[config.mk]
export PLATFORM = sky130hd
export DESIGN_NAME = nested_value_skip_scanner_flat
export DESIGN_NICKNAME = d
export VERILOG_FILES = /design/src/rtl/core/nvs_pkg.sv /design/src/rtl/core/nvs_req_if.sv /design/src/rtl/core/nvs_rsp_if.sv /design/src/rtl/core/nvs_front.sv /design/src/rtl/core/nvs_queue.sv /design/src/rtl/core/nvs_back.sv /design/src/rtl/core/nested_value_skip_scanner.sv /design/src/flat_wrapper.sv
export SDC_FILE = /design/constraint.sdc
export NUM_CORES = 1
export LEC_CHECK = 0
export BUFFER_PORTS_ARGS = -buffer_cell sky130_fd_sc_hd__buf_2
export CORE_MARGIN = 4
export CORE_UTILIZATION = 45
export DETAILED_ROUTE_END_ITERATION = 6
export GPL_TIMING_DRIVEN = 0
export SYNTH_ARGS = -nofsm -noshare
export SYNTH_HDL_FRONTEND = slang
export SYNTH_SLANG_ARGS = --single-unit
[constraint.sdc]
create_clock -name clock -period 2.6 [get_ports clock]
set_input_delay 0.52 -clock clock [delete_from_list [all_inputs] [get_ports clock]]
set_output_delay 0.52 -clock clock [all_outputs]
set_load 0.02 [all_outputs]
[src/rtl/core/nvs_pkg.sv]
// ----------------------------------------------------------------------------
// nvs_pkg
// Shared types and constants for the nested value skip scanner: byte
// classes, scan modes, result status codes and queue sizing.
// ----------------------------------------------------------------------------
package nvs_pkg;

   // Default nesting limit; the 8-bit depth caps it at 255 in any case
   localparam int unsigned MAX_DEPTH_DEF = 255;

   // Character codes the scanner reacts to
   localparam logic [7:0] CH_BSLASH = 8'h5C;
   localparam logic [7:0] CH_SPACE  = 8'h20;
   localparam logic [7:0] CH_LBRACE = 8'h7B;
   localparam logic [7:0] CH_RBRACE = 8'h7D;
   localparam logic [7:0] CH_COMMA  = 8'h2C;
   localparam logic [7:0] CH_APOS   = 8'h27;
   localparam logic [7:0] CH_DQUOTE = 8'h22;

   // Queue between front and back
   localparam int unsigned QUEUE_DEPTH = 2;
   localparam int unsigned QUEUE_PTR_W = $clog2(QUEUE_DEPTH);
   localparam int unsigned QUEUE_CNT_W = $clog2(QUEUE_DEPTH + 1);

   // Byte class, worked out once by the front part
   typedef enum logic [2:0] {
      CLS_OTHER,
      CLS_BSLASH,
      CLS_CTRL,
      CLS_APOS,
      CLS_DQUOTE,
      CLS_LBRACE,
      CLS_RBRACE,
      CLS_COMMA
   } cls_type;

   typedef enum logic [1:0] {
      MODE_PLAIN,
      MODE_STR,
      MODE_ESC
   } mode_type;

   typedef enum logic [2:0] {
      ST_CONT,
      ST_END_BRACE,
      ST_END_COMMA,
      ST_BAD_CHAR,
      ST_OVERFLOW
   } status_type;

   // One queued item
   typedef struct packed {
      cls_type cls;
   } item_type;

   // Front to queue
   typedef struct packed {
      logic     push;
      item_type item;
   } q_push_type;

   // Queue occupancy flags
   typedef struct packed {
      logic full;
      logic empty;
   } q_status_type;

endpackage

[src/rtl/core/nvs_req_if.sv]
// ----------------------------------------------------------------------------
// nvs_req_if
// Input byte channel: valid/ready handshake carrying one text byte.
// ----------------------------------------------------------------------------
interface nvs_req_if;
   logic       valid;
   logic       ready;
   logic [7:0] in_byte;

   modport source (output valid, output in_byte, input ready);
   modport sink   (input valid, input in_byte, output ready);
endinterface

[src/rtl/core/nvs_rsp_if.sv]
// ----------------------------------------------------------------------------
// nvs_rsp_if
// Result channel: valid/ready handshake carrying status, consumed flag
// and the nesting depth after the byte.
// ----------------------------------------------------------------------------
interface nvs_rsp_if;
   logic       valid;
   logic       ready;
   logic [2:0] scan_status;
   logic       byte_consumed;
   logic [7:0] depth_now;

   modport source (output valid, output scan_status, output byte_consumed,
                   output depth_now, input ready);
   modport sink   (input valid, input scan_status, input byte_consumed,
                   input depth_now, output ready);
endinterface

[src/rtl/core/nvs_front.sv]
// ----------------------------------------------------------------------------
// nvs_front
// Front part: accepts input bytes while the queue has room and sorts each
// byte into the class the scanner state machine acts on.
// ----------------------------------------------------------------------------
module nvs_front (
   nvs_req_if.sink               req_if,
   input  nvs_pkg::q_status_type q_status,
   output nvs_pkg::q_push_type   q_push
);
   import nvs_pkg::*;

   cls_type cls;

   // Byte classification; control bytes only matter inside strings
   always_comb begin
      if (req_if.in_byte == CH_BSLASH) begin
         cls = CLS_BSLASH;
      end else if (req_if.in_byte < CH_SPACE) begin
         cls = CLS_CTRL;
      end else if (req_if.in_byte == CH_APOS) begin
         cls = CLS_APOS;
      end else if (req_if.in_byte == CH_DQUOTE) begin
         cls = CLS_DQUOTE;
      end else if (req_if.in_byte == CH_LBRACE) begin
         cls = CLS_LBRACE;
      end else if (req_if.in_byte == CH_RBRACE) begin
         cls = CLS_RBRACE;
      end else if (req_if.in_byte == CH_COMMA) begin
         cls = CLS_COMMA;
      end else begin
         cls = CLS_OTHER;
      end
   end

   // Transfer into the queue
   assign req_if.ready      = ~q_status.full;
   assign q_push.push       = req_if.valid & ~q_status.full;
   assign q_push.item.cls   = cls;

endmodule

[src/rtl/core/nvs_queue.sv]
// ----------------------------------------------------------------------------
// nvs_queue
// Short register queue between front and back; push and pop may happen
// in the same cycle.
// ----------------------------------------------------------------------------
module nvs_queue (
   input  logic                  clock,
   input  logic                  reset,
   input  nvs_pkg::q_push_type   q_push,
   input  logic                  pop,
   output nvs_pkg::item_type     head,
   output nvs_pkg::q_status_type q_status
);
   import nvs_pkg::*;

   item_type               entry_ff [QUEUE_DEPTH];
   logic [QUEUE_PTR_W-1:0] wr_ptr_ff, wr_ptr_in;
   logic [QUEUE_PTR_W-1:0] rd_ptr_ff, rd_ptr_in;
   logic [QUEUE_CNT_W-1:0] count_ff, count_in;
   logic                   do_push, do_pop;

   assign q_status.full  = (count_ff == QUEUE_CNT_W'(QUEUE_DEPTH));
   assign q_status.empty = (count_ff == '0);
   assign do_push        = q_push.push & ~q_status.full;
   assign do_pop         = pop & ~q_status.empty;
   assign head           = entry_ff[rd_ptr_ff];

   // Pointer and fill count update
   always_comb begin
      wr_ptr_in = do_push ? wr_ptr_ff + 1'b1 : wr_ptr_ff;
      rd_ptr_in = do_pop  ? rd_ptr_ff + 1'b1 : rd_ptr_ff;
      count_in  = count_ff;
      if (do_push && !do_pop) begin
         count_in = count_ff + 1'b1;
      end else if (do_pop && !do_push) begin
         count_in = count_ff - 1'b1;
      end
   end

   always_ff @(posedge clock) begin
      if (reset) begin
         wr_ptr_ff <= '0;
         rd_ptr_ff <= '0;
         count_ff  <= '0;
      end else begin
         wr_ptr_ff <= wr_ptr_in;
         rd_ptr_ff <= rd_ptr_in;
         count_ff  <= count_in;
      end
   end

   // Payload storage, no reset needed
   always_ff @(posedge clock) begin
      if (do_push) begin
         entry_ff[wr_ptr_ff] <= q_push.item;
      end
   end

endmodule

[src/rtl/core/nvs_back.sv]
// ----------------------------------------------------------------------------
// nvs_back
// Back part: scanner state machine (mode, quote kind, nesting depth) and
// the registered result stage.
// ----------------------------------------------------------------------------
module nvs_back #(
   parameter int unsigned MAX_DEPTH = nvs_pkg::MAX_DEPTH_DEF
) (
   input  logic                  clock,
   input  logic                  reset,
   input  nvs_pkg::item_type     head,
   input  nvs_pkg::q_status_type q_status,
   output logic                  pop,
   nvs_rsp_if.source             rsp_if
);
   import nvs_pkg::*;

   // Nesting limit clipped to what the 8-bit depth can hold
   localparam logic [7:0] DepthLimit = (MAX_DEPTH > 255) ? 8'd255 : 8'(MAX_DEPTH);

   mode_type   mode_ff, mode_in;
   logic       quote_ff, quote_in;
   logic [7:0] depth_ff, depth_in;

   logic       out_valid_ff, out_valid_in;
   status_type status_ff, status_in;
   logic       consumed_ff;
   logic [7:0] depth_out_ff;

   logic       take;
   cls_type    term_cls;

   // A new item is taken whenever the result register is free or drains
   assign take = ~q_status.empty & (~out_valid_ff | rsp_if.ready);
   assign pop  = take;
   assign term_cls = quote_ff ? CLS_DQUOTE : CLS_APOS;

   // Next state
   always_comb begin
      mode_in   = mode_ff;
      quote_in  = quote_ff;
      depth_in  = depth_ff;
      status_in = ST_CONT;
      unique case (mode_ff)
         MODE_ESC: begin
            mode_in = MODE_STR;
         end
         MODE_STR: begin
            if (head.cls == CLS_BSLASH) begin
               mode_in = MODE_ESC;
            end else if (head.cls == CLS_CTRL) begin
               status_in = ST_BAD_CHAR;
            end else if (head.cls == term_cls) begin
               mode_in = MODE_PLAIN;
            end
         end
         default: begin
            mode_in = MODE_PLAIN;
            case (head.cls)
               CLS_APOS: begin
                  mode_in  = MODE_STR;
                  quote_in = 1'b0;
               end
               CLS_DQUOTE: begin
                  mode_in  = MODE_STR;
                  quote_in = 1'b1;
               end
               CLS_LBRACE: begin
                  if (depth_ff >= DepthLimit) begin
                     status_in = ST_OVERFLOW;
                  end else begin
                     depth_in = depth_ff + 8'd1;
                  end
               end
               CLS_RBRACE: begin
                  if (depth_ff == '0) begin
                     status_in = ST_END_BRACE;
                  end else begin
                     depth_in = depth_ff - 8'd1;
                  end
               end
               CLS_COMMA: begin
                  if (depth_ff == '0) begin
                     status_in = ST_END_COMMA;
                  end
               end
               default: begin
               end
            endcase
         end
      endcase
      // Value end or error: back to the reset state
      if (status_in != ST_CONT) begin
         mode_in  = MODE_PLAIN;
         quote_in = 1'b0;
         depth_in = '0;
      end
      out_valid_in = take | (out_valid_ff & ~rsp_if.ready);
   end

   // State and result valid registers
   always_ff @(posedge clock) begin
      if (reset) begin
         mode_ff      <= MODE_PLAIN;
         quote_ff     <= 1'b0;
         depth_ff     <= '0;
         out_valid_ff <= 1'b0;
      end else begin
         out_valid_ff <= out_valid_in;
         if (take) begin
            mode_ff  <= mode_in;
            quote_ff <= quote_in;
            depth_ff <= depth_in;
         end
      end
   end

   // Result payload
   always_ff @(posedge clock) begin
      if (take) begin
         status_ff    <= status_in;
         consumed_ff  <= (status_in == ST_CONT);
         depth_out_ff <= depth_in;
      end
   end

   assign rsp_if.valid         = out_valid_ff;
   assign rsp_if.scan_status   = status_ff;
   assign rsp_if.byte_consumed = consumed_ff;
   assign rsp_if.depth_now     = depth_out_ff;

endmodule

[src/rtl/core/nested_value_skip_scanner.sv]
// ----------------------------------------------------------------------------
// nested_value_skip_scanner
// Scans past one value in ASN.1 value notation, one text byte per transfer.
//
// Usage:
//   req_if carries one text byte per transfer (in_byte). rsp_if returns
//   exactly one result per byte: scan_status (continuing, ended at close
//   brace, ended at comma, bad string byte, nesting overflow),
//   byte_consumed and depth_now, the nesting depth after the byte.
//   A byte that ends the value or is rejected is reported not consumed
//   and the scanner returns to its reset state for the next value.
//   One byte per cycle is sustained while rsp_if.ready stays high; the
//   rate is set by the mode/depth update in the back part.
//   A two-entry queue sits between the classifying front and the state
//   machine; the result register takes the next byte while the current
//   result drains. When the receiver stalls, the result holds, the queue
//   fills and req_if.ready drops.
//   Reset (synchronous) clears depth, mode, queue and result valid.
// ----------------------------------------------------------------------------
module nested_value_skip_scanner #(
   parameter int unsigned MAX_DEPTH = nvs_pkg::MAX_DEPTH_DEF
) (
   input  logic      clock,
   input  logic      reset,
   nvs_req_if.sink   req_if,
   nvs_rsp_if.source rsp_if
);
   import nvs_pkg::*;

   q_push_type   q_push;
   q_status_type q_status;
   item_type     head;
   logic         pop;

   // Accept and classify
   nvs_front u_front (
      .req_if   (req_if),
      .q_status (q_status),
      .q_push   (q_push)
   );

   // Decoupling queue
   nvs_queue u_queue (
      .clock    (clock),
      .reset    (reset),
      .q_push   (q_push),
      .pop      (pop),
      .head     (head),
      .q_status (q_status)
   );

   // Scanner state and result stage
   nvs_back #(
      .MAX_DEPTH (MAX_DEPTH)
   ) u_back (
      .clock    (clock),
      .reset    (reset),
      .head     (head),
      .q_status (q_status),
      .pop      (pop),
      .rsp_if   (rsp_if)
   );

endmodule

[src/flat_wrapper.sv]
// flat-port wrapper written by rule: the top's interface ports become plain ports
module nested_value_skip_scanner_flat import nvs_pkg::*;
#(
   parameter int unsigned MAX_DEPTH = nvs_pkg::MAX_DEPTH_DEF
)
  (clock, reset, req_if_valid, req_if_in_byte, req_if_ready, rsp_if_valid, rsp_if_scan_status, rsp_if_byte_consumed, rsp_if_depth_now, rsp_if_ready);
  nvs_req_if req_if_i ();
  nvs_rsp_if rsp_if_i ();
  input  logic clock;
  input  logic reset;
  input wire logic [$bits(req_if_i.valid)-1:0] req_if_valid;
  input wire logic [$bits(req_if_i.in_byte)-1:0] req_if_in_byte;
  output wire logic [$bits(req_if_i.ready)-1:0] req_if_ready;
  output wire logic [$bits(rsp_if_i.valid)-1:0] rsp_if_valid;
  output wire logic [$bits(rsp_if_i.scan_status)-1:0] rsp_if_scan_status;
  output wire logic [$bits(rsp_if_i.byte_consumed)-1:0] rsp_if_byte_consumed;
  output wire logic [$bits(rsp_if_i.depth_now)-1:0] rsp_if_depth_now;
  input wire logic [$bits(rsp_if_i.ready)-1:0] rsp_if_ready;
  assign req_if_i.valid = req_if_valid;
  assign req_if_i.in_byte = req_if_in_byte;
  assign req_if_ready = req_if_i.ready;
  assign rsp_if_valid = rsp_if_i.valid;
  assign rsp_if_scan_status = rsp_if_i.scan_status;
  assign rsp_if_byte_consumed = rsp_if_i.byte_consumed;
  assign rsp_if_depth_now = rsp_if_i.depth_now;
  assign rsp_if_i.ready = rsp_if_ready;
  nested_value_skip_scanner #(.MAX_DEPTH(MAX_DEPTH)) u_core (.clock(clock), .reset(reset), .req_if(req_if_i), .rsp_if(rsp_if_i));
endmodule
# [Word-level counts from Yosys, hierarchy flattened]
# Memories as Yosys holds them, arrays and structs flattened. A register that Yosys moved wholly into a read port is not among the register bits.
# Cells that the tools add are included.
[totals] latch_bits=0 regBits=28 output_inout_bits=14 mem_count=1 ramBits=6 elab_cells=99 romBits=0 inputBits=12
[memory_table] name="u_core.u_queue.entry_ff" depth=2 width=3 read_ports=1 rd_ports_with_merged_regs=1 write_ports=1 line_no="nvs_queue.sv:16" rtl="item_type entry_ff [QUEUE_DEPTH];"
[classes] shifts=0 order_cmp=2 n_mul=0 div_mod_pow=0 n_reduce_logical=14 add_sub_neg=6 n_eq_ne=20 bitwise_logic=11 muxes=35
[op_table] cell="2-to-1 mux 8 bit" count=4
[op_table] cell="2-to-1 mux 3 bit" count=9
[op_table] cell="equality test 8 x 6 -> 1 bit, second input constant" count=3
[op_table] cell="equality test 8 x 7 -> 1 bit, second input constant" count=3
[op_table] cell="2-to-1 mux 2 bit" count=9
[op_table] cell="case mux 8 bit (2 select lines)" count=1
[op_table] cell="equality test 3 bit, second input constant" count=4
[op_table] cell="case mux 3 bit (3 select lines)" count=1
[op_table] cell="adder 8 x 1 -> 8 bit, second input constant" count=1
[op_table] cell="greater-or-equal comparator 8 bit, second input constant" count=1
[op_table] cell="logical NOT 8 bit" count=1
[op_table] cell="< comparator 8 x 6 -> 1 bit, second input constant" count=1
[op_table] cell="2-to-1 mux 1 bit" count=8
[op_table] cell="inequality test 4 bit, second input constant" count=2
[op_table] cell="subtractor 8 x 1 -> 8 bit, second input constant" count=1
[op_table] cell="equality test 3 x 2 -> 1 bit, second input constant" count=2
[op_table] cell="case mux 3 bit (2 select lines)" count=1
[op_table] cell="AND reduction 3 bit" count=2
[op_table] cell="nonzero test 3 bit" count=2
[op_table] cell="AND 1 bit" count=5
[op_table] cell="equality test 2 bit, second input constant" count=2
[op_table] cell="NOT 1 bit" count=4
[op_table] cell="case mux 2 bit (2 select lines)" count=1
[op_table] cell="OR reduction 2 bit" count=2
[op_table] cell="14 further kinds" count=18

# [Longest topological paths before layout]
[logic_depth] word_depth=8 ltp_mapped=9 ltp_nobuf=8

# [By module]
# From an unflattened synthesis, not the netlist that was laid out.
[hier_totals] cells_unflattened=253 area_unflattened_um2=2297.2
[modules_own_cells] mod="nvs_back" area_per_inst_um2=1676.6 instances=1 seq_area_each_um2=600.6 cells_each=194
[modules_own_cells] mod="nvs_queue" area_per_inst_um2=431.7 instances=1 seq_area_each_um2=280.3 cells_each=34
[modules_own_cells] mod="nvs_front" area_per_inst_um2=188.9 instances=1 seq_area_each_um2=0.0 cells_each=25

# [Least setup slack after synthesis]
# Ideal clock, no wire load.
[synth_timing] path_type="reg2reg" start="reg u_core.u_back.depth_ff[0]" end="reg u_core.u_back.depth_out_ff[6] (netlist: u_core.u_back.rsp_if.depth_now[6]) (data pin)" synth_period_minus_slack_ns=2.186 setup_ns=0.253 t_arrival_ns=1.933 path_stages_with_launch=9 path_slack_ns=0.414 path_buffers=1 t_required_ns=2.347 cell_sequence="dfxtp_1 > inv_1 > ha_1 > or4b_1 > buf_2 > o211a_1 > o41ai_1 > o31a_1 > nor2_1"
[synth_between] elab_chain_len=6 elab_cells_between_ends=15 cone_classes="2 x add/sub; 1 x order compare; 10 x mux; 2 x reduce/logical"
[synth_rtl] element="start: declaration" line_no="nvs_back.sv:23" rtl="logic [7:0] depth_ff, depth_in;"
[synth_rtl] element="start signal: assignment" line_no="nvs_back.sv:113" rtl="depth_ff <= depth_in;"
[synth_rtl] element="greater-or-equal comparator 8 bit / logical NOT 8 bit (equally long branches)" line_no="nvs_back.sv:69, nvs_back.sv:76, nvs_back.sv:83"
[synth_rtl] element="2-to-1 mux 3 bit (tied with other cells)" line_no="nvs_back.sv:69" rtl="if (depth_ff >= DepthLimit) begin"
[synth_rtl] element="case mux 3 bit (3 select lines)" line_no="nvs_back.sv:59" rtl="case (head.cls)"
[synth_rtl] element="case mux 3 bit (2 select lines)" line_no="nvs_back.sv:44" rtl="unique case (mode_ff)"
[synth_rtl] element="nonzero test 3 bit" line_no="nvs_back.sv:93" rtl="if (status_in != ST_CONT) begin"
[synth_rtl] element="2-to-1 mux 8 bit (*)" line_no="nvs_back.sv:93"
[synth_rtl] element="net u_core.u_back.depth_in[6]" line_no="nvs_back.sv:23"
[synth_rtl] element="end signal: assignment" line_no="nvs_back.sv:123" rtl="depth_out_ff <= depth_in;"
[synth_rtl] element="end: declaration" line_no="nvs_back.sv:28" rtl="logic [7:0] depth_out_ff;"
# The timed path passes the listed nets; every way through them passes the cells marked *.
# A chain may end at the register's enable or synchronous reset.

# [Worst setup path in the final report]
[layout_timing] start="reg u_core.u_back.mode_ff[0]" end="reg u_core.u_back.depth_out_ff[2] (netlist: u_core.u_back.rsp_if.depth_now[2]) (data pin)"
[layout_between] elab_chain_len=4 elab_cells_between_ends=7 cone_classes="2 x eq/ne; 3 x mux; 2 x reduce/logical"
[layout_rtl] element="start: declaration" line_no="nvs_back.sv:21" rtl="mode_type mode_ff, mode_in;"
[layout_rtl] element="start signal: assignment" line_no="nvs_back.sv:111" rtl="mode_ff <= mode_in;"
[layout_rtl] element="equality test 2 x 1 -> 1 bit / equality test 2 bit (equally long branches)" line_no="nvs_back.sv:44"
[layout_rtl] element="case mux 3 bit (2 select lines) / OR reduction 2 bit (equally long branches)"
[layout_rtl] element="nonzero test 3 bit / 2-to-1 mux 8 bit (equally long branches)" line_no="nvs_back.sv:93, nvs_back.sv:44"
[layout_rtl] element="2-to-1 mux 8 bit (*)" line_no="nvs_back.sv:93"
[layout_rtl] element="net u_core.u_back.depth_in[2]" line_no="nvs_back.sv:23"
# Marked as above.

==> out/metrics.json <==
{
  "status": {
    "run_status": "finished clean"
  },
  "clocking": {
    "cts_num_sinks": 35,
    "max-clock-path-buffers": 2,
    "clock_tree_from_tritoncts": "done",
    "cts-buffers-inserted": 5,
    "htreeDepth": 2,
    "cts_root_buffer": "sky130_fd_sc_hd__clkbuf_8",
    "clock_insertion_delay_at_the_later_pin_of_the_skew_report_ns": 0.30,
    "clk_transition_reported_paths_ns": 0.08,
    "postCtsSetupBuffers": 0
  },
  "sta": {
    "skew_ns": 0.00866,
    "report.final.slew_viol_count": 0,
    "worst_slew_margin_rel": 0.487,
    "post-route-min-period_ns": 2.48,
    "layout_worst_path_cycle_share": 0.952,
    "worst_pin_slew_ns": 0.769,
    "timing.fmax_mhz": 404,
    "finalHoldViolations": 0,
    "report.final.setup_viol": 0,
    "grt_setup_unrepaired": "no"
  },
  "power": {
    "ir_drop_v": 0.000604,
    "power.static_leakage_nw": 1.01,
    "power_frac_seq": 0.332,
    "share_clk_of_total_power": 0.170,
    "comb_power_share": 0.498,
    "p_int_mw": 1.43,
    "power.share.switching": 0.447,
    "power.switching_mw": 1.16,
    "power.density_nw_per_um2": 938
  },
  "route": {
    "drt_pre_antenna_iters": 4,
    "drt-total-wl_um": 6180,
    "drt-met1-wl_um": 2860,
    "dr_wl_met3_um": 446,
    "detailroute.via_count": 2260,
    "initialDrtViolationCount": 254,
    "final_antenna_net_count": 0,
    "routed-wl-met2_um": 2730,
    "drt_via_density": 6.28,
    "route.detailed.drc": 0,
    "routedWlPerCell_um": 17.2,
    "top_signal_layer_used": "met4"
  },
  "worst_hold_path": {
    "hold_path.class": "primary input to flip-flop"
  },
  "setup_path": {
    "cp-end-kind": "flip-flop",
    "required_time_at_the_worst_slack_endpoint_ns": 2.78,
    "timing.setup.critical_path_class": "flip-flop to flip-flop",
    "cp_data_arrival_time_ns": 2.65,
    "crit_fanout": 10,
    "worst_setup_path_start_kind": "flip-flop"
  },
  "synth": {
    "synth_area_per_cell_um2": 9.52,
    "post_synth_inst_count": 257,
    "synth_cell_types": 72,
    "synth_edf_count": 18,
    "post_synthesis_async_set_or_reset_flop_share": 0,
    "postSynth.topFlopCell": "sky130_fd_sc_hd__edfxtp_1",
    "synth.cell_area_um2": 2450,
    "synth_sequential_area_ratio": 0.360,
    "synthesis.nets": 274,
    "synth.yosys.warnings": 0,
    "synth.ff_latch_count": 35
  },
  "grt": {
    "grt_first_pass_wirelength_um": 10100,
    "via_count_of_the_first_global_routing_pass": 2001,
    "grt.overflow.total": 0,
    "global_route.usage.total": 0.197,
    "antenna_found_initial": 0,
    "grt_start_max_net_pins": 18
  },
  "finish": {
    "num-nets-final": 306,
    "num_antenna_cells": 0,
    "post-route-util": 0.531,
    "instances_no_fill": 360,
    "final_common_cell": "sky130_fd_sc_hd__buf_2",
    "drive_above_1_share": 0.241,
    "layout.filler_cells": 501,
    "highest_count_cells_in_the_layout_ignoring_fill_and_taps": "sky130_fd_sc_hd__buf_2 (30), sky130_fd_sc_hd__nor2_1 (25), sky130_fd_sc_hd__edfxtp_1 (18), sky130_fd_sc_hd__dfxtp_1 (17), sky130_fd_sc_hd__a21oi_1 (13)",
    "design_area_um2": 2760,
    "flow.area_growth_from_synthesis_pct": 12.9
  },
  "place": {
    "place.detailed.instances": 352,
    "dpl.hpwl_um": 4510,
    "cell_area_reported_after_detailed_placement_um2": 2660,
    "count_of_buffers_from_port_buffering": 25,
    "gp_congestion": 0.926
  },
  "floorplan": {
    "initial_core_util": 0.470,
    "fp.dieArea_um2": 6680,
    "core_um2": 5200,
    "rows": 26,
    "width_of_the_die_um": 81.7,
    "die_height_um": 81.7,
    "number_of_ports_placed_on_the_die_boundary": 26
  },
  "job": {
    "drv_cap": 0
  }
}
## through the flow
| stage | setup TNS [ns] | hold slack, ns | setup slack [ns] | power (mW) |
|---|---|---|---|---|
| 2_1_floorplan | 0 | 0.481 | 0.414 | 1.80 |
| 3_3_place_gp | 0 | 0.482 | 0.00250 | 2.14 |
| 3_5_place_dp | -0.0155 | 0.480 | -0.0155 | 2.15 |
| 4_1_cts | 0 | 0.500 | 0.141 | 2.59 |
| 5_1_grt | 0 | 0.523 | 0.00396 | 2.77 |
| 6_report | 0 | 0.499 | 0.124 | 2.59 |
## critical path: stages (launching register included)
cell,delay (ns)
sky130_fd_sc_hd__dfxtp_1,0.34
sky130_fd_sc_hd__inv_1,0.07
sky130_fd_sc_hd__ha_1,0.36
sky130_fd_sc_hd__clkbuf_2,0.29
sky130_fd_sc_hd__a32o_1,0.25
sky130_fd_sc_hd__clkbuf_1,0.39
sky130_fd_sc_hd__a21oi_1,0.14
sky130_fd_sc_hd__o22ai_1,0.32
sky130_fd_sc_hd__and2_1,0.18
## cell families (layout without fill, tap and decap cells)
group,count (synthesis),after routing,synth area share
flops,35,35,0.360
mux,6,6,0.0266
compound gates,76,76,0.255
buf+inv,24,57,0.0486
fa+ha+maj,5,5,0.0256
xor+xnor,8,8,0.0286
simple gates,103,103,0.256
## timing repair
item / in CTS / in global routing
endpoints found under the setup margin: 3 / 2
hold buffers: 0 / 0
gates cloned: 0 / 0
resized for setup: 1 / 2
## state kept, by name, indices dropped and copies added, names as in the netlist, named ones only
name,count
u_core.u_queue.rd_ptr_ff,1
u_core.u_back.rsp_if.depth_now,8
u_core.u_queue.wr_ptr_ff,1
u_core.u_back.rsp_if.scan_status,3
u_core.u_back.mode_ff,2
u_core.u_queue.count_ff,2
u_core.u_back.rsp_if.valid,1
u_core.u_back.depth_ff,8
u_core.u_back.rsp_if.byte_consumed,1
u_core.u_queue.entry_ff,6
u_core.u_back.quote_ff,1
## cell usage after synthesis (4+ instances only)
cell | instances | area share
sky130_fd_sc_hd__a31oi_1 | 4 | 0.010
sky130_fd_sc_hd__or3_1 | 4 | 0.010
sky130_fd_sc_hd__nor2_1 | 25 | 0.038
sky130_fd_sc_hd__o21ai_0 | 6 | 0.012
sky130_fd_sc_hd__dfxtp_1 | 17 | 0.14
sky130_fd_sc_hd__a21oi_1 | 13 | 0.027
sky130_fd_sc_hd__clkbuf_1 | 6 | 0.0092
sky130_fd_sc_hd__buf_2 | 5 | 0.010
sky130_fd_sc_hd__a211oi_1 | 6 | 0.018
sky130_fd_sc_hd__nand3_1 | 10 | 0.020
sky130_fd_sc_hd__and2_1 | 4 | 0.010
sky130_fd_sc_hd__nor2b_1 | 4 | 0.010
sky130_fd_sc_hd__nand2_1 | 8 | 0.012
sky130_fd_sc_hd__nand2b_1 | 4 | 0.010
sky130_fd_sc_hd__mux2_2 | 4 | 0.018
sky130_fd_sc_hd__inv_1 | 8 | 0.012
sky130_fd_sc_hd__nor3_1 | 9 | 0.018
sky130_fd_sc_hd__edfxtp_1 | 18 | 0.22
sky130_fd_sc_hd__and3_1 | 4 | 0.010
sky130_fd_sc_hd__xor2_1 | 6 | 0.021
sky130_fd_sc_hd__ha_1 | 5 | 0.026
sky130_fd_sc_hd__nand3b_1 | 5 | 0.015
## per-layer routing
layer  global-route usage  up-vias
li1                     -     1087
met1                0.282     1067
met2                0.296       90
met3               0.0329       16
met4               0.0764        0
met5                    0        -
## area by class of cell
class	instances	area (um2)	area share
repair buffers	25	125	0.0453
multi-input cells	198	1450	0.525
clock buffers	6	82.6	0.0299
flip-flops and latches	35	881	0.319
clock inverters	2	16.3	0.00589
inverters	9	33.8	0.0122
well taps	70	87.6	0.0317
plain buffers	15	86.3	0.0312
## path summary, 6_finish.rpt
kind / start / endpoint / slack [ns] / cells past startpoint
worst max-delay path: u_core.u_back.mode_ff[0]$_SDFFE_PP0P_ / u_core.u_back.rsp_if.depth_now[2]$_DFFE_PP_ / 0.12 / 8
worst max register to register: u_core.u_back.mode_ff[0]$_SDFFE_PP0P_ / u_core.u_back.rsp_if.depth_now[2]$_DFFE_PP_ / 0.12 / 8
worst min register to register: u_core.u_back.rsp_if.valid$_SDFF_PP0_ / u_core.u_back.rsp_if.valid$_SDFF_PP0_ / 0.50 / 2
worst min-delay path: rsp_if_ready / u_core.u_back.rsp_if.valid$_SDFF_PP0_ / 0.50 / 3
## power groups by stage
| stage | sequential (mW) | combinational (mW) | clock, mW |
|---|---|---|---|
| detailed placement | 0.877 | 1.27 | 0 |
| global route | 0.882 | 1.41 | 0.473 |
| finish | 0.862 | 1.29 | 0.440 |
| global placement | 0.868 | 1.27 | 0 |
| floorplan | 0.962 | 0.842 | 0 |
| CTS | 0.864 | 1.28 | 0.450 |
(Power assumes the default switching activity.)
